$ cat config.mk
export PLATFORM = sky130hd
export DESIGN_NAME = frame_fragmenter
export DESIGN_NICKNAME = d
export VERILOG_FILES = /design/src/hw/rtl/frag_pkg.sv /design/src/hw/rtl/frag_ctrl.sv /design/src/hw/rtl/frag_dp.sv /design/src/hw/rtl/frame_fragmenter.sv
export SDC_FILE = /design/constraint.sdc
export NUM_CORES = 1
export LEC_CHECK = 0
export BUFFER_PORTS_ARGS = -buffer_cell sky130_fd_sc_hd__buf_2
export CORE_ASPECT_RATIO = 1.25
export CORE_MARGIN = 5
export CORE_UTILIZATION = 60
export DETAILED_ROUTE_END_ITERATION = 16
export GPL_TIMING_DRIVEN = 0
export PLACE_DENSITY_LB_ADDON = 0.1
export SLEW_MARGIN = 20
export SYNTH_ARGS = -nofsm -noshare
export SYNTH_HDL_FRONTEND = slang
export SYNTH_SLANG_ARGS = --single-unit
export TNS_END_PERCENT = 50
$ cat constraint.sdc
create_clock -name clk -period 7.82 [get_ports clk]
set_input_delay 0.782 -clock clk [delete_from_list [all_inputs] [get_ports clk]]
set_output_delay 0.782 -clock clk [all_outputs]
set_load 0.01 [all_outputs]
$ cat src/hw/rtl/frag_pkg.sv
package frag_pkg;

  // frame header layout
  localparam int HEADER_BYTES = 7;
  localparam logic [2:0] HDR_LAST = 3'(HEADER_BYTES - 1);

  // byte position within a frame, saturating
  localparam int POS_W = 17;
  localparam logic [POS_W-1:0] POS_MAX = {POS_W{1'b1}};

  // smallest usable mtu and its reset value
  localparam logic [15:0] MTU_FLOOR = 16'd8;
  localparam logic [15:0] MTU_RESET = 16'd64;

  // fragment count divider: one quotient bit per cycle
  localparam int DIV_W = 17;
  localparam logic [4:0] DIV_STEPS = 5'(DIV_W);

  // configuration register indexes
  typedef enum logic [1:0] {
    REG_MAX_UNIT     = 2'd0,
    REG_DELIM_FIRST  = 2'd1,
    REG_DELIM_SECOND = 2'd2
  } frag_reg_e;

  // fragment header byte positions
  typedef enum logic [2:0] {
    FH_DELIM_A   = 3'd0,
    FH_DELIM_B   = 3'd1,
    FH_PACKET_ID = 3'd2,
    FH_INDEX     = 3'd3,
    FH_MORE      = 3'd4,
    FH_LEN_LO    = 3'd5,
    FH_LEN_HI    = 3'd6
  } frag_field_e;

  // input item
  typedef struct packed {
    logic [7:0] frame_byte;
    logic       frame_end;
  } frag_in_t;

  // result item
  typedef struct packed {
    logic [7:0] out_byte;
    logic       fragment_end;
    logic       count_overflow;
    logic       run_last;
  } frag_out_t;

  // controller states
  typedef enum logic [2:0] {
    ST_IDLE,
    ST_DECODE,
    ST_DIVIDE,
    ST_EMIT_HELD,
    ST_EMIT_FHDR,
    ST_EMIT_BYTE
  } frag_state_t;

  // output byte source
  typedef enum logic [1:0] {
    SRC_HELD,
    SRC_FHDR,
    SRC_BYTE
  } frag_src_t;

  // controller to datapath
  typedef struct packed {
    logic      accept;
    logic      emit_start;
    logic      emit_adv;
    logic      set_pass;
    logic      div_start;
    logic      div_step;
    logic      div_done;
    logic      frag_start;
    logic      out_load;
    frag_src_t out_src;
    logic      byte_done;
    logic      finish;
  } frag_cmd_t;

  // datapath to controller
  typedef struct packed {
    logic hdr_partial;
    logic hdr_last;
    logic frame_fits;
    logic passthrough;
    logic frag_take;
    logic chunk_zero;
    logic item_end;
    logic emit_last;
    logic div_zero;
    logic out_free;
  } frag_stat_t;

endpackage

$ cat src/hw/rtl/frag_ctrl.sv
module frag_ctrl (
  input  logic                clk,
  input  logic                rst,
  input  logic                in_valid,
  input  frag_pkg::frag_stat_t stat,
  output frag_pkg::frag_cmd_t  cmd,
  output logic                in_ready
);
  import frag_pkg::*;

  frag_state_t state;
  frag_state_t state_next;

  // true when the decoded item is a single byte going straight out
  logic single_byte;
  assign single_byte = stat.passthrough || (stat.frag_take && !stat.chunk_zero);

  // state register
  always_ff @(posedge clk) begin
    if (rst) begin
      state <= ST_IDLE;
    end else begin
      state <= state_next;
    end
  end

  // next state
  always_comb begin
    state_next = state;
    case (state)
      ST_IDLE: begin
        if (in_valid) begin
          state_next = ST_DECODE;
        end
      end
      ST_DECODE: begin
        if (stat.hdr_partial) begin
          state_next = stat.item_end ? ST_EMIT_HELD : ST_IDLE;
        end else if (stat.hdr_last) begin
          if (stat.frame_fits) begin
            state_next = ST_EMIT_HELD;
          end else if (stat.item_end) begin
            state_next = ST_IDLE;
          end else begin
            state_next = ST_DIVIDE;
          end
        end else if (single_byte) begin
          state_next = stat.out_free ? ST_IDLE : ST_EMIT_BYTE;
        end else if (stat.frag_take) begin
          state_next = ST_EMIT_FHDR;
        end else begin
          state_next = ST_IDLE;
        end
      end
      ST_DIVIDE: begin
        if (stat.div_zero) begin
          state_next = ST_IDLE;
        end
      end
      ST_EMIT_HELD: begin
        if (stat.out_free && stat.emit_last) begin
          state_next = ST_IDLE;
        end
      end
      ST_EMIT_FHDR: begin
        if (stat.out_free && stat.emit_last) begin
          state_next = ST_EMIT_BYTE;
        end
      end
      ST_EMIT_BYTE: begin
        if (stat.out_free) begin
          state_next = ST_IDLE;
        end
      end
      default: state_next = ST_IDLE;
    endcase
  end

  // commands
  always_comb begin
    cmd = '0;
    cmd.out_src = SRC_BYTE;
    in_ready = 1'b0;
    case (state)
      ST_IDLE: begin
        in_ready = 1'b1;
        cmd.accept = in_valid;
      end
      ST_DECODE: begin
        if (stat.hdr_partial) begin
          if (stat.item_end) begin
            cmd.emit_start = 1'b1;
          end else begin
            cmd.finish = 1'b1;
          end
        end else if (stat.hdr_last) begin
          if (stat.frame_fits) begin
            cmd.set_pass   = 1'b1;
            cmd.emit_start = 1'b1;
          end else if (stat.item_end) begin
            cmd.finish = 1'b1;
          end else begin
            cmd.div_start = 1'b1;
          end
        end else if (single_byte) begin
          if (stat.out_free) begin
            cmd.out_load  = 1'b1;
            cmd.out_src   = SRC_BYTE;
            cmd.byte_done = 1'b1;
            cmd.finish    = 1'b1;
          end
        end else if (stat.frag_take) begin
          cmd.frag_start = 1'b1;
          cmd.emit_start = 1'b1;
        end else begin
          cmd.finish = 1'b1;
        end
      end
      ST_DIVIDE: begin
        if (stat.div_zero) begin
          cmd.div_done = 1'b1;
          cmd.finish   = 1'b1;
        end else begin
          cmd.div_step = 1'b1;
        end
      end
      ST_EMIT_HELD: begin
        if (stat.out_free) begin
          cmd.out_load = 1'b1;
          cmd.out_src  = SRC_HELD;
          cmd.finish   = stat.emit_last;
          cmd.emit_adv = !stat.emit_last;
        end
      end
      ST_EMIT_FHDR: begin
        if (stat.out_free) begin
          cmd.out_load = 1'b1;
          cmd.out_src  = SRC_FHDR;
          cmd.emit_adv = !stat.emit_last;
        end
      end
      ST_EMIT_BYTE: begin
        if (stat.out_free) begin
          cmd.out_load  = 1'b1;
          cmd.out_src   = SRC_BYTE;
          cmd.byte_done = 1'b1;
          cmd.finish    = 1'b1;
        end
      end
      default: begin
        cmd = '0;
        cmd.out_src = SRC_BYTE;
      end
    endcase
  end

endmodule

$ cat src/hw/rtl/frag_dp.sv
module frag_dp (
  input  logic                 clk,
  input  logic                 rst,
  input  frag_pkg::frag_cmd_t  cmd,
  output frag_pkg::frag_stat_t stat,
  input  frag_pkg::frag_in_t   in_data,
  input  logic                 cfg_valid,
  input  logic [1:0]           cfg_index,
  input  logic [15:0]          cfg_data,
  output logic                 out_valid,
  input  logic                 out_ready,
  output frag_pkg::frag_out_t  out_data
);
  import frag_pkg::*;

  // configuration
  logic [15:0] max_unit_size;
  logic [7:0]  delimiter_first;
  logic [7:0]  delimiter_second;

  // frame state
  logic [7:0]       header_store [HEADER_BYTES];
  logic [POS_W-1:0] byte_position;
  logic [15:0]      payload_length;
  logic [15:0]      chunk_position;
  logic [7:0]       fragment_index;
  logic [7:0]       fragment_total;
  logic             passthrough_mode;
  logic [15:0]      chunk_size;
  logic [15:0]      current_len;
  logic             overflow_bit;

  // current item
  logic [7:0] item_byte;
  logic       item_end;

  // emit sequencing
  logic [2:0] emit_cnt;
  logic [2:0] emit_limit;

  // divider
  logic [DIV_W-1:0] div_quo;
  logic [15:0]      div_rem;
  logic [4:0]       div_cnt;

  // derived values
  logic [15:0]      mtu_eff;
  logic [15:0]      chunk_new;
  logic [15:0]      hdr_length;
  logic [POS_W-1:0] payload_pos;
  logic [15:0]      remaining;
  logic [DIV_W-1:0] div_shift;
  logic [DIV_W-1:0] div_diff;
  logic             div_ge;
  logic [15:0]      chunk_pos_inc;
  logic             chunk_full;
  logic             in_header;
  frag_out_t        out_sel;

  assign mtu_eff     = (max_unit_size < MTU_FLOOR) ? MTU_FLOOR : max_unit_size;
  assign chunk_new   = mtu_eff - 16'(HEADER_BYTES);
  assign hdr_length  = {header_store[6], header_store[5]};
  assign payload_pos = byte_position - POS_W'(HEADER_BYTES);
  assign remaining   = payload_length - payload_pos[15:0];
  assign div_shift   = {div_rem, div_quo[DIV_W-1]};
  assign div_diff    = div_shift - {1'b0, chunk_size};
  assign div_ge      = div_shift >= {1'b0, chunk_size};
  assign chunk_pos_inc = chunk_position + 16'd1;
  assign chunk_full    = chunk_pos_inc >= current_len;
  assign in_header     = byte_position < POS_W'(HEADER_BYTES);

  // status toward the controller
  always_comb begin
    stat.hdr_partial = byte_position < POS_W'(HDR_LAST);
    stat.hdr_last    = byte_position == POS_W'(HDR_LAST);
    stat.frame_fits  = ({1'b0, hdr_length} + 17'(HEADER_BYTES)) <= {1'b0, mtu_eff};
    stat.passthrough = passthrough_mode;
    stat.frag_take   = (payload_pos < {1'b0, payload_length}) &&
                       (fragment_index < fragment_total);
    stat.chunk_zero  = chunk_position == 16'd0;
    stat.item_end    = item_end;
    stat.emit_last   = emit_cnt == emit_limit;
    stat.div_zero    = div_cnt == 5'd0;
    stat.out_free    = !out_valid || out_ready;
  end

  // configuration writes
  always_ff @(posedge clk) begin
    if (rst) begin
      max_unit_size    <= MTU_RESET;
      delimiter_first  <= 8'd0;
      delimiter_second <= 8'd0;
    end else if (cfg_valid) begin
      case (cfg_index)
        REG_MAX_UNIT:     max_unit_size    <= cfg_data;
        REG_DELIM_FIRST:  delimiter_first  <= cfg_data[7:0];
        REG_DELIM_SECOND: delimiter_second <= cfg_data[7:0];
        default: ;
      endcase
    end
  end

  // item latch and header capture
  always_ff @(posedge clk) begin
    if (cmd.accept) begin
      item_byte <= in_data.frame_byte;
      item_end  <= in_data.frame_end;
      if (in_header) begin
        header_store[byte_position[2:0]] <= in_data.frame_byte;
      end
    end
  end

  // emit counter
  always_ff @(posedge clk) begin
    if (cmd.emit_start) begin
      emit_cnt   <= 3'd0;
      emit_limit <= in_header ? byte_position[2:0] : HDR_LAST;
    end else if (cmd.emit_adv) begin
      emit_cnt <= emit_cnt + 3'd1;
    end
  end

  // fragment count divider, restoring, msb first
  always_ff @(posedge clk) begin
    if (rst) begin
      div_cnt <= 5'd0;
    end else if (cmd.div_start) begin
      div_quo <= {1'b0, hdr_length} + {1'b0, chunk_new} - 17'd1;
      div_rem <= 16'd0;
      div_cnt <= DIV_STEPS;
    end else if (cmd.div_step) begin
      div_cnt <= div_cnt - 5'd1;
      if (div_ge) begin
        div_rem <= div_diff[15:0];
        div_quo <= {div_quo[DIV_W-2:0], 1'b1};
      end else begin
        div_rem <= div_shift[15:0];
        div_quo <= {div_quo[DIV_W-2:0], 1'b0};
      end
    end
  end

  // per-frame state; a frame end clears it all
  always_ff @(posedge clk) begin
    if (rst) begin
      byte_position    <= '0;
      payload_length   <= '0;
      chunk_position   <= '0;
      fragment_index   <= '0;
      fragment_total   <= '0;
      passthrough_mode <= 1'b0;
      chunk_size       <= '0;
      current_len      <= '0;
      overflow_bit     <= 1'b0;
    end else begin
      if (cmd.set_pass) begin
        passthrough_mode <= 1'b1;
        payload_length   <= hdr_length;
      end
      if (cmd.div_start) begin
        passthrough_mode <= 1'b0;
        payload_length   <= hdr_length;
        chunk_size       <= chunk_new;
      end
      if (cmd.div_done) begin
        overflow_bit   <= |div_quo[DIV_W-1:8];
        fragment_total <= div_quo[7:0];
        chunk_position <= 16'd0;
        fragment_index <= 8'd0;
      end
      if (cmd.frag_start) begin
        current_len <= (remaining < chunk_size) ? remaining : chunk_size;
      end
      if (cmd.byte_done && !passthrough_mode) begin
        if (chunk_full) begin
          chunk_position <= 16'd0;
          fragment_index <= fragment_index + 8'd1;
        end else begin
          chunk_position <= chunk_pos_inc;
        end
      end
      if (cmd.finish) begin
        if (item_end) begin
          byte_position    <= '0;
          payload_length   <= '0;
          chunk_position   <= '0;
          fragment_index   <= '0;
          fragment_total   <= '0;
          passthrough_mode <= 1'b0;
          chunk_size       <= '0;
          current_len      <= '0;
          overflow_bit     <= 1'b0;
        end else if (byte_position != POS_MAX) begin
          byte_position <= byte_position + POS_W'(1);
        end
      end
    end
  end

  // output byte selection
  always_comb begin
    out_sel = '0;
    case (cmd.out_src)
      SRC_HELD: begin
        out_sel.out_byte     = header_store[emit_cnt];
        out_sel.fragment_end = stat.emit_last && item_end;
        out_sel.run_last     = stat.emit_last;
      end
      SRC_FHDR: begin
        out_sel.count_overflow = overflow_bit;
        case (emit_cnt)
          FH_DELIM_A:   out_sel.out_byte = delimiter_first;
          FH_DELIM_B:   out_sel.out_byte = delimiter_second;
          FH_PACKET_ID: out_sel.out_byte = header_store[2];
          FH_INDEX:     out_sel.out_byte = fragment_index;
          FH_MORE:      out_sel.out_byte =
                          (fragment_index == fragment_total - 8'd1) ? 8'd0 : 8'd1;
          FH_LEN_LO:    out_sel.out_byte = current_len[7:0];
          FH_LEN_HI:    out_sel.out_byte = current_len[15:8];
          default:      out_sel.out_byte = 8'd0;
        endcase
      end
      SRC_BYTE: begin
        out_sel.out_byte = item_byte;
        out_sel.run_last = 1'b1;
        if (passthrough_mode) begin
          out_sel.fragment_end = item_end;
        end else begin
          out_sel.fragment_end   = (chunk_pos_inc == current_len) || item_end;
          out_sel.count_overflow = overflow_bit;
        end
      end
      default: out_sel = '0;
    endcase
  end

  // output register
  always_ff @(posedge clk) begin
    if (rst) begin
      out_valid <= 1'b0;
    end else if (cmd.out_load) begin
      out_valid <= 1'b1;
    end else if (out_ready) begin
      out_valid <= 1'b0;
    end
  end

  always_ff @(posedge clk) begin
    if (cmd.out_load) begin
      out_data <= out_sel;
    end
  end

endmodule

$ cat src/hw/rtl/frame_fragmenter.sv
// Frame fragmenter: takes a frame one byte per item (7-byte header, then the
// payload) and either passes it through whole or re-emits the payload in
// chunks of max_unit_size - 7 bytes (max_unit_size read as at least 8), each
// behind a fresh 7-byte header. Each item is accepted in the idle state and
// then decoded. A plain or payload byte leaves in the decode state when the
// output register is free. Other results follow decode: a frame end inside
// the header re-emits the held header bytes, the last header byte of a frame
// passed whole emits the header, and the byte that opens a fragment emits a
// fragment header before itself. When the last header byte of a frame that
// must be fragmented arrives, the fragment count comes from a bit-serial
// divider. An output register holds the pending result, so a stalled output
// only stalls the block when the next result is ready to go. Configuration
// writes are always accepted and belong between frames.
module frame_fragmenter (
  input  logic                clk,
  input  logic                rst,
  input  logic                in_valid,
  output logic                in_ready,
  input  frag_pkg::frag_in_t  in_data,
  output logic                out_valid,
  input  logic                out_ready,
  output frag_pkg::frag_out_t out_data,
  input  logic                cfg_valid,
  output logic                cfg_ready,
  input  logic [1:0]          cfg_index,
  input  logic [15:0]         cfg_data
);
  import frag_pkg::*;

  frag_cmd_t  cmd;
  frag_stat_t stat;

  // configuration writes are never stalled
  assign cfg_ready = 1'b1;

  // sequencing
  frag_ctrl u_ctrl (
    .clk      (clk),
    .rst      (rst),
    .in_valid (in_valid),
    .stat     (stat),
    .cmd      (cmd),
    .in_ready (in_ready)
  );

  // frame state, divider and output register
  frag_dp u_dp (
    .clk       (clk),
    .rst       (rst),
    .cmd       (cmd),
    .stat      (stat),
    .in_data   (in_data),
    .cfg_valid (cfg_valid),
    .cfg_index (cfg_index),
    .cfg_data  (cfg_data),
    .out_valid (out_valid),
    .out_ready (out_ready),
    .out_data  (out_data)
  );

endmodule

==> results.json, run 1 <==
{
  "crit_fanout": 21,
  "fmax_ghz": 0.166,
  "die_area_sq_mm": 0.0321,
  "async_reset_ff_share_pct": 0,
  "antenna_left": 0,
  "wire_per_inst_um": 21.0,
  "peakVddDrop_v": 0.000201,
  "grt_start_max_net_pins": 22,
  "drive_gt1_share_pct": 7.95,
  "p_clk_share_pct": 43.7,
  "synth_cell_types": 79,
  "internal_power_mw": 2.46,
  "endpoint_kind": "flop",
  "synthTopCellsByArea": "edfxtp_1 20%, dfxtp_1 17%, ha_1 11%",
  "min_path_type": "input port to flop",
  "cts_root_buf": "clkbuf_16",
  "cap_violations": 0,
  "slew_headroom_pct": 30.3,
  "fin_setup_tns_ps": 0,
  "num_vias": 14900,
  "place_congestion": 0.972,
  "cts.sinks": 258,
  "core-area_sq_mm": 0.0283,
  "dp_hpwl_um": 39200,
  "power_mw": 3.31,
  "start_util_pct": 60.6,
  "syn-instance-count": 1931,
  "ios": 46,
  "clkTransAtPathRegs_ps": 60,
  "yosys.area.top_type_share_pct": 19.6,
  "grtUsageTotal_pct": 30.5,
  "period_share_pct": 77.0,
  "synth_edf_count": 112,
  "synth_most_common_cell": "a21oi_1",
  "synth_area_sq_mm": 0.0172,
  "diodes": 0,
  "p_leak_nw": 7.31,
  "fin_ws_ps": 1800,
  "synth_top_cell_by_area": "edfxtp_1",
  "antenna_found_initial": 0,
  "ys.flop_type": "dfxtp_1",
  "cts_tree": "built",
  "rows": 69,
  "die_h_um": 199,
  "syn_area_per_cell_sq_um": 8.89,
  "portBuffers": 44,
  "post_drt_via_cell_ratio": 6.27,
  "cts_max_level": 1,
  "grt_overflow": 0,
  "outcome": "finished, final reports clean",
  "crit_arrival_ps": 6300,
  "instances_no_fill": 2381,
  "required_ps": 8100,
  "area_growth_pct": 9.98,
  "synth_warnings": 0,
  "ys_ff_latch": 258,
  "drcViolationCount": 0,
  "p_seq_share_pct": 43.8,
  "clockBufferDepth": 3,
  "grt_pass1_vias": 14100,
  "dp.cells": 2331,
  "worstSetupPathType": "flop to flop",
  "switchingPower_mw": 0.849,
  "synth_commonest_cells": "166 x a21oi_1, 164 x inv_1, 163 x nand2_1",
  "min_period_ps": 6020,
  "power.share.combinational_pct": 12.5,
  "grt_first_pass_wirelength_um": 77300,
  "rsz0062_at_grt": "no",
  "yosysSeqAreaShare_pct": 36.6,
  "nets": 2193,
  "power_per_cell_area_mw_per_mm2": 175,
  "hold_buffers": 0,
  "die_x_um": 161,
  "postCtsResizedCells": 0,
  "setup_viol": 0,
  "final_max_slew_viol_count": 0,
  "startpoint_type": "flop",
  "tightestPinTransition_ps": 1040,
  "post_cts_buffers": 0,
  "syn_nets": 2119,
  "pre_cts_slack_ps": 1880,
  "finClkSkew_ps": 14.5,
  "first_pass_iters": 6,
  "insertion_delay_ps": 580,
  "hold_viol": 0,
  "fillers": 2348,
  "drtIter0Drc": 1452,
  "numCtsBuffers": 27,
  "netSwitchingFraction_pct": 25.7,
  "wl_um": 50100
}
==> power groups by stage <==
stage | Clock [mW] | Combinational (mW) | Sequential (mW)
2_1_floorplan | 0 | 0.291 | 1.47
3_3_place_gp | 0 | 0.396 | 1.48
3_5_place_dp | 0 | 0.406 | 1.48
4_1_cts | 1.45 | 0.409 | 1.45
5_1_grt | 1.51 | 0.453 | 1.45
6_report | 1.45 | 0.413 | 1.45
==> cells by family after synthesis <==
kind of cell / after synthesis / share of synthesized area, %
mux: 87 / 5.80
buf+inv: 262 / 5.85
xor+xnor: 98 / 5.00
compound gates: 460 / 17.3
flops: 258 / 36.6
fa+ha+maj: 156 / 11.5
simple gates: 609 / 17.9
other cells: 1 / 0.0218
==> final cells by class <==
class                   instances  area [sq um]  area share (%)
flip-flops and latches        258          6290            33.3
clock inverters                16           254            1.35
clock buffers                  34           733            3.88
plain buffers                  98           388            2.05
well taps                     355           444            2.35
multi-input cells            1411          9910            52.5
inverters                     164           616            3.26
repair buffers                 45           248            1.31
==> sequential cells by signal, summed over array words and instances (netlist names), 3 cells and up, named ones only <==
register / cells
u_dp.header_store: 56
u_dp.emit_cnt: 3
u_dp.fragment_index: 8
u_dp.payload_length: 16
u_dp.delimiter_second: 8
u_dp.delimiter_first: 8
u_dp.div_quo: 17
u_dp.current_len: 16
u_dp.fragment_total: 8
u_dp.div_cnt: 5
u_dp.chunk_size: 16
u_dp.out_data: 11
u_dp.div_rem: 16
u_dp.chunk_position: 16
u_dp.byte_position: 17
u_ctrl.state: 3
u_dp.item_byte: 8
u_dp.max_unit_size: 16
u_dp.emit_limit: 3
==> final timing paths <==
| path | start | endpoint | slack [ps] | cells past startpoint |
|---|---|---|---|---|
| hold reg to reg | u_dp.max_unit_size[3]$_SDFFE_PP0P_ | u_dp.max_unit_size[3]$_SDFFE_PP0P_ | 460 | 2 |
| setup / recovery | u_dp.max_unit_size[9]$_SDFFE_PP0P_ | u_dp.div_rem[12]$_SDFFCE_PN0P_ | 1800 | 15 |
| setup reg to reg | u_dp.max_unit_size[9]$_SDFFE_PP0P_ | u_dp.div_rem[12]$_SDFFCE_PN0P_ | 1800 | 15 |
| hold / removal | in_data[0] | u_dp.item_end$_DFFE_PP_ | 380 | 1 |
==> cells in the final DEF (no fill, tap or decap), drive strengths merged, types with 16 or more instances in the layout <==
cell type / instances
or4: 25
nand2b: 18
a211oi: 28
nor2: 144
mux2i: 59
a21oi: 166
dfxtp: 146
o211ai: 18
nor4: 16
buf: 71
clkbuf: 106
nand2: 163
a21o: 23
inv: 166
mux2: 20
a31oi: 24
and2: 26
or3: 23
nor3: 46
ha: 153
edfxtp: 112
nand4: 36
o21ai: 76
xnor2: 66
nand3: 46
xor2: 32
==> routing by layer <==
| metal | wire length (um) | up-vias | track usage, % |
|---|---|---|---|
| met4 | 2780 | 0 | 14.9 |
| met3 | 3130 | 130 | 3.80 |
| met2 | 24200 | 535 | 53.0 |
| met1 | 20100 | 7093 | 37.9 |
| li1 | - | 7164 | - |
| met5 | 0 | - | 0 |
==> stage by stage <==
stage               hold WS, ps  instance area, sq um  util [%]
detailed placement          447                 17900      63.2
global route                358                 18900      66.7
floorplan                   432                 17200         -
global placement            442                 17800      63.0
CTS                         358                 18900      66.7
finish                      377                 18900      66.7
==> critical path, cell delays in order (launching register included) <==
cell and delay [ps]:
dfxtp_1 360, or4_1 560, or3_1 400, or2_0 390, and2_1 250, ha_1 290, nand4_1 120, nor3_1 150
a2111oi_0 120, a211oi_1 710, a21oi_1 320, or4_1 570, clkbuf_1 290, buf_1 360, a21oi_4 570, buf_16 240
No activity file was read; power rests on OpenSTA's default activity.
==> inputs of run 2 (changes only) <==
clock period = 6.1 ns   (was 7.82 ns; I/O delays follow)
==> results.json, run 2 (same netlist as run 1, synthesis figures left out) <==
{
  "tightestPinTransition_ps": 1080,
  "insertion_delay_ps": 580,
  "diodes": 0,
  "crit_arrival_ps": 6040,
  "endpoint_kind": "flop",
  "cts_root_buf": "clkbuf_16",
  "ios": 46,
  "drive_gt1_share_pct": 8.05,
  "reg2reg_depth": 19,
  "largest_reg_flops": 56,
  "switchingPower_mw": 1.09,
  "first_pass_iters": 6,
  "slew_headroom_pct": 27.5,
  "cap_violations": 0,
  "grt_start_max_net_pins": 22,
  "die_x_um": 161,
  "stdcell_area_sq_mm": 0.0189,
  "min_path_type": "input port to flop",
  "power_per_cell_area_mw_per_mm2": 224,
  "dp_hpwl_um": 39200,
  "cp_cell_sequence": "or4_1 > or3_1 > or2_0 > and2_1 > ha_1 > nand2_1 > o2111a_1 > xnor2_1 > ha_1 > inv_1 > ha_1 > or3_1 > a311oi_1 > o31ai_1 > o41a_1 > a211o_1 > a21oi_1 > xor2_1 > o21ai_0",
  "min_period_ps": 5720,
  "start_util_pct": 60.6,
  "drcViolationCount": 0,
  "grt_overflow": 0,
  "antenna_found_initial": 0,
  "fin_setup_tns_ps": 0,
  "p_seq_share_pct": 43.8,
  "num_vias": 14900,
  "nets": 2193,
  "wire_per_inst_um": 21.0,
  "wl_um": 50100,
  "fmax_ghz": 0.175,
  "slowest_delay_ps": 560,
  "portBuffers": 44,
  "grt_first_pass_wirelength_um": 77300,
  "ff2ff_setup_slack_ps": 380,
  "timing.rr.start": "u_dp.max_unit_size[9]$_SDFFE_PP0P_",
  "finClkSkew_ps": 9.34,
  "power.share.combinational_pct": 12.5,
  "postPlaceCellArea_sq_mm": 0.0179,
  "die_area_sq_mm": 0.0321,
  "p_clk_share_pct": 43.6,
  "post_drt_via_cell_ratio": 6.24,
  "peakVddDrop_v": 0.000256,
  "netSwitchingFraction_pct": 25.6,
  "post_cts_buffers": 0,
  "rows": 69,
  "multi_input_area_sq_mm": 0.00991,
  "crit_fanout": 6,
  "internal_power_mw": 3.15,
  "final_common_cell": "a21oi_1",
  "regArea_sq_mm": 0.00629,
  "clkTransAtPathRegs_ps": 60,
  "outcome": "finished, final reports clean",
  "die_h_um": 199,
  "crit_path_start": "u_dp.max_unit_size[9]$_SDFFE_PP0P_",
  "final_max_slew_viol_count": 0,
  "numCtsBuffers": 27,
  "area_growth_pct": 10.0,
  "crit_top_cell": "ha_1",
  "grtUsageTotal_pct": 30.5,
  "hold_viol": 0,
  "cts_max_level": 1,
  "antenna_left": 0,
  "crit_path_end": "u_dp.div_quo[16]$_DFFE_PP_",
  "drtIter0Drc": 1471,
  "worstSetupPathType": "flop to flop",
  "fillers": 2350,
  "setup_viol": 0,
  "core-area_sq_mm": 0.0283,
  "crit_slowest_cell": "or4_1",
  "startpoint_type": "flop",
  "required_ps": 6420,
  "period_share_pct": 93.8,
  "cts_tree": "built",
  "place_congestion": 0.972,
  "rsz0062_at_grt": "no",
  "r2r-end": "u_dp.div_quo[16]$_DFFE_PP_",
  "final_cell_mix": "165 x a21oi_1, 164 x inv_1, 163 x nand2_1, 153 x ha_1, 146 x dfxtp_1",
  "clockBufferDepth": 3,
  "p_leak_nw": 7.31,
  "grt_pass1_vias": 14100,
  "cts.sinks": 258
}
run 2: worst min path at each step:
stage	slack, ps	from	to	depth (start not counted)
floorplan	430	u_dp.chunk_size[3]$_SDFF_PP0_	u_dp.chunk_size[3]$_SDFF_PP0_	2
global route	190	in_data[0]	u_dp.item_end$_DFFE_PP_	1
detailed placement	450	u_dp.chunk_size[3]$_SDFF_PP0_	u_dp.chunk_size[3]$_SDFF_PP0_	2
finish	210	in_data[0]	u_dp.item_end$_DFFE_PP_	1
CTS	190	in_data[0]	u_dp.item_end$_DFFE_PP_	1
global placement	440	u_dp.chunk_size[3]$_SDFF_PP0_	u_dp.chunk_size[3]$_SDFF_PP0_	2
run 2: layout make-up:
| type | instances | share of cell area, % |
|---|---|---|
| clock inverter | 16 | 1.35 |
| timing repair buffer | 45 | 1.31 |
| clock buffer | 34 | 3.88 |
| sequential | 258 | 33.3 |
| buffer | 98 | 2.05 |
| multi-input combinational | 1411 | 52.5 |
| tap | 355 | 2.35 |
| inverter | 164 | 3.26 |
run 2: repair_timing:
item                                    4_1_cts  5_1_grt
resized for setup                             0        2
endpoints found under the setup margin        0       28
hold buffers                                  0        0
run 2: power by group through the flow:
stage | sequential [mW] | combinational (mW) | clock, mW
3_3_place_gp | 1.89 | 0.508 | 0
2_1_floorplan | 1.89 | 0.373 | 0
3_5_place_dp | 1.90 | 0.521 | 0
6_report | 1.86 | 0.530 | 1.85
5_1_grt | 1.86 | 0.581 | 1.94
4_1_cts | 1.86 | 0.524 | 1.86
run 2: stage by stage:
| stage | hold WS, ps | total power [mW] | setup WS, ps | std cells | utilization (%) |
|---|---|---|---|---|---|
| 2_1_floorplan | 432 | 2.26 | 468 | 1931 | - |
| 3_3_place_gp | 442 | 2.40 | -1640 | 2330 | 63.0 |
| 3_5_place_dp | 447 | 2.42 | 164 | 2331 | 63.2 |
| 4_1_cts | 186 | 4.24 | 147 | 2381 | 66.7 |
| 5_1_grt | 186 | 4.38 | 73.8 | 2381 | 66.7 |
| 6_report | 211 | 4.24 | 379 | 2381 | 66.7 |
run 2: critical path, delay by kind of cell, from the launching register on:
family                     cells  cell delay [ps]
DFF                            1              360
and+or+nand+nor                6             2140
xor gates and xnor gates       2              380
buffers and inverters          1               40
adders and majority gates      3              800
AOI/OAI and AO/OA              7             1750
run 2: per-layer routing:
layer  up-vias  share of wire (%)  global-route usage, %
li1       7157                  -                      -
met1      7071                 40                   37.9
met2       499                 48                   53.0
met3       125                6.0                   3.80
met4         0                5.5                   14.9
met5         -                  0                      0
==> inputs of run 3 (changes only) <==
RECOVER_POWER = 100   (was unset)
==> results.json, run 3 (same netlist as run 1, synthesis figures left out) <==
{
  "outcome": "finished, final reports clean",
  "crit_fanout": 10,
  "critPathTopFamily": "compound AO/OA/AOI/OAI gates",
  "period_share_pct": 94.4,
  "netSwitchingFraction_pct": 25.7,
  "grtUsageTotal_pct": 30.5,
  "p_leak_nw": 7.20,
  "dp.cells": 2331,
  "cp_num_cells": 17,
  "r2r-end": "u_dp.chunk_size[3]$_SDFF_PP0_",
  "numCtsBuffers": 27,
  "drtIter0Drc": 1382,
  "nets": 2193,
  "clockBufferDepth": 3,
  "cts_max_level": 1,
  "hold_viol": 0,
  "cap_violations": 0,
  "cts_tree": "built",
  "die_area_sq_mm": 0.0321,
  "rows": 69,
  "fin_util_pct": 66.3,
  "grt_start_max_net_pins": 22,
  "stdcell_area_sq_mm": 0.0188,
  "tightestPinTransition_ps": 1250,
  "internal_power_mw": 3.15,
  "ios": 46,
  "worst-path-buf-inv": 4,
  "postPlaceCellArea_sq_mm": 0.0179,
  "core-area_sq_mm": 0.0283,
  "drcViolationCount": 0,
  "endpoint_kind": "flop",
  "peakVddDrop_v": 0.000256,
  "crit_arrival_ps": 6190,
  "regArea_sq_mm": 0.00629,
  "final_max_slew_viol_count": 0,
  "portBuffers": 44,
  "crit_top_cell": "clkbuf_1",
  "crit_slowest_cell": "or4_4",
  "place_congestion": 0.972,
  "first_pass_iters": 6,
  "setup_viol": 0,
  "insertion_delay_ps": 580,
  "instances_no_fill": 2382,
  "grt_pass1_vias": 14100,
  "wire_per_inst_um": 21.0,
  "fmax_ghz": 0.174,
  "drive_gt1_share_pct": 6.22,
  "multi_input_area_sq_mm": 0.00987,
  "hold_buffers": 0,
  "cp_cell_sequence": "buf_2 > or4_4 > nor2_2 > nand2_1 > or4_1 > xnor2_1 > ha_1 > clkbuf_1 > a22oi_1 > a31oi_1 > a21oi_1 > a32oi_1 > a31oi_1 > o21bai_1 > clkbuf_1 > clkbuf_1 > a21oi_1",
  "startpoint_type": "flop",
  "slowest_delay_ps": 590,
  "p_clk_share_pct": 43.8,
  "required_ps": 6540,
  "power_per_cell_area_mw_per_mm2": 226,
  "die_x_um": 161,
  "worstSetupPathType": "flop to flop",
  "switchingPower_mw": 1.09,
  "die_h_um": 199,
  "dp_hpwl_um": 39200,
  "finClkSkew_ps": 7.14,
  "grt_overflow": 0,
  "largest_reg_flops": 56,
  "reg2reg_depth": 17,
  "grt_first_pass_wirelength_um": 77300,
  "num_vias": 14800,
  "rsz0062_at_grt": "no",
  "crit_path_end": "u_dp.chunk_size[3]$_SDFF_PP0_",
  "final_common_cell": "a21oi_1",
  "cts_root_buf": "clkbuf_16",
  "cts.sinks": 258,
  "antenna_left": 0,
  "timing.rr.start": "u_dp.byte_position[3]$_SDFFE_PP0P_",
  "clkTransAtPathRegs_ps": 60,
  "p_seq_share_pct": 43.8,
  "start_util_pct": 60.6,
  "crit_path_start": "u_dp.byte_position[3]$_SDFFE_PP0P_",
  "ff2ff_setup_slack_ps": 340,
  "min_path_type": "input port to flop",
  "fillers": 2378,
  "post_drt_via_cell_ratio": 6.23,
  "min_period_ps": 5760,
  "wl_um": 50000,
  "slew_headroom_pct": 15.9,
  "antenna_found_initial": 0,
  "area_growth_pct": 9.46,
  "fin_setup_tns_ps": 0,
  "final_cell_mix": "165 x a21oi_1, 164 x inv_1, 163 x nand2_1, 153 x ha_1, 146 x dfxtp_1",
  "power.share.combinational_pct": 12.4
}
## run 3: per-stage QoR
stage	total power [mW]	setup WS, ps	hold WS [ps]
after floorplan	2.26	468	432
after global placement	2.40	-1640	442
after detailed placement	2.42	164	447
after CTS	4.24	147	186
after global routing	4.38	49.4	186
final	4.24	342	206
## run 3: how the worst min path moves through the flow
| stage | startpoint | to | slack, ps | cells past startpoint |
|---|---|---|---|---|
| after CTS | in_data[0] | u_dp.item_end$_DFFE_PP_ | 190 | 1 |
| final | in_data[0] | u_dp.item_end$_DFFE_PP_ | 210 | 1 |
| after global routing | in_data[0] | u_dp.item_end$_DFFE_PP_ | 190 | 1 |
| after floorplan | u_dp.chunk_size[3]$_SDFF_PP0_ | u_dp.chunk_size[3]$_SDFF_PP0_ | 430 | 2 |
| after detailed placement | u_dp.chunk_size[3]$_SDFF_PP0_ | u_dp.chunk_size[3]$_SDFF_PP0_ | 450 | 2 |
| after global placement | u_dp.chunk_size[3]$_SDFF_PP0_ | u_dp.chunk_size[3]$_SDFF_PP0_ | 440 | 2 |
## run 3: layer usage
metal / routed length, um / track usage (%) / part of all wire [%]
met1: 20000 / 37.9 / 40
met3: 3120 / 3.80 / 6.2
met4: 2800 / 14.9 / 5.6
met2: 24100 / 53.0 / 48
met5: 0 / 0 / 0
## run 3: cell type report
type / count / area share [%]
tap: 355 / 2.36
clock inverter: 16 / 1.35
multi-input combinational: 1411 / 52.5
antenna: 1 / 0.0133
inverter: 164 / 3.28
timing repair buffer: 45 / 1.07
sequential: 258 / 33.5
clock buffer: 34 / 3.90
buffer: 98 / 2.03
## run 3: power by group through the flow
stage / Clock (mW) / Sequential (mW) / Combinational (mW)
floorplan: 0 / 1.89 / 0.373
global placement: 0 / 1.89 / 0.508
detailed placement: 0 / 1.90 / 0.521
CTS: 1.86 / 1.86 / 0.524
global route: 1.94 / 1.86 / 0.578
finish: 1.86 / 1.86 / 0.527
## run 3: repair_timing
item                                    4_1_cts  5_1_grt
buffers inserted                              0        0
endpoints found under the hold margin         0        0
endpoints found under the setup margin        0       28
gates resized for setup                       0        2
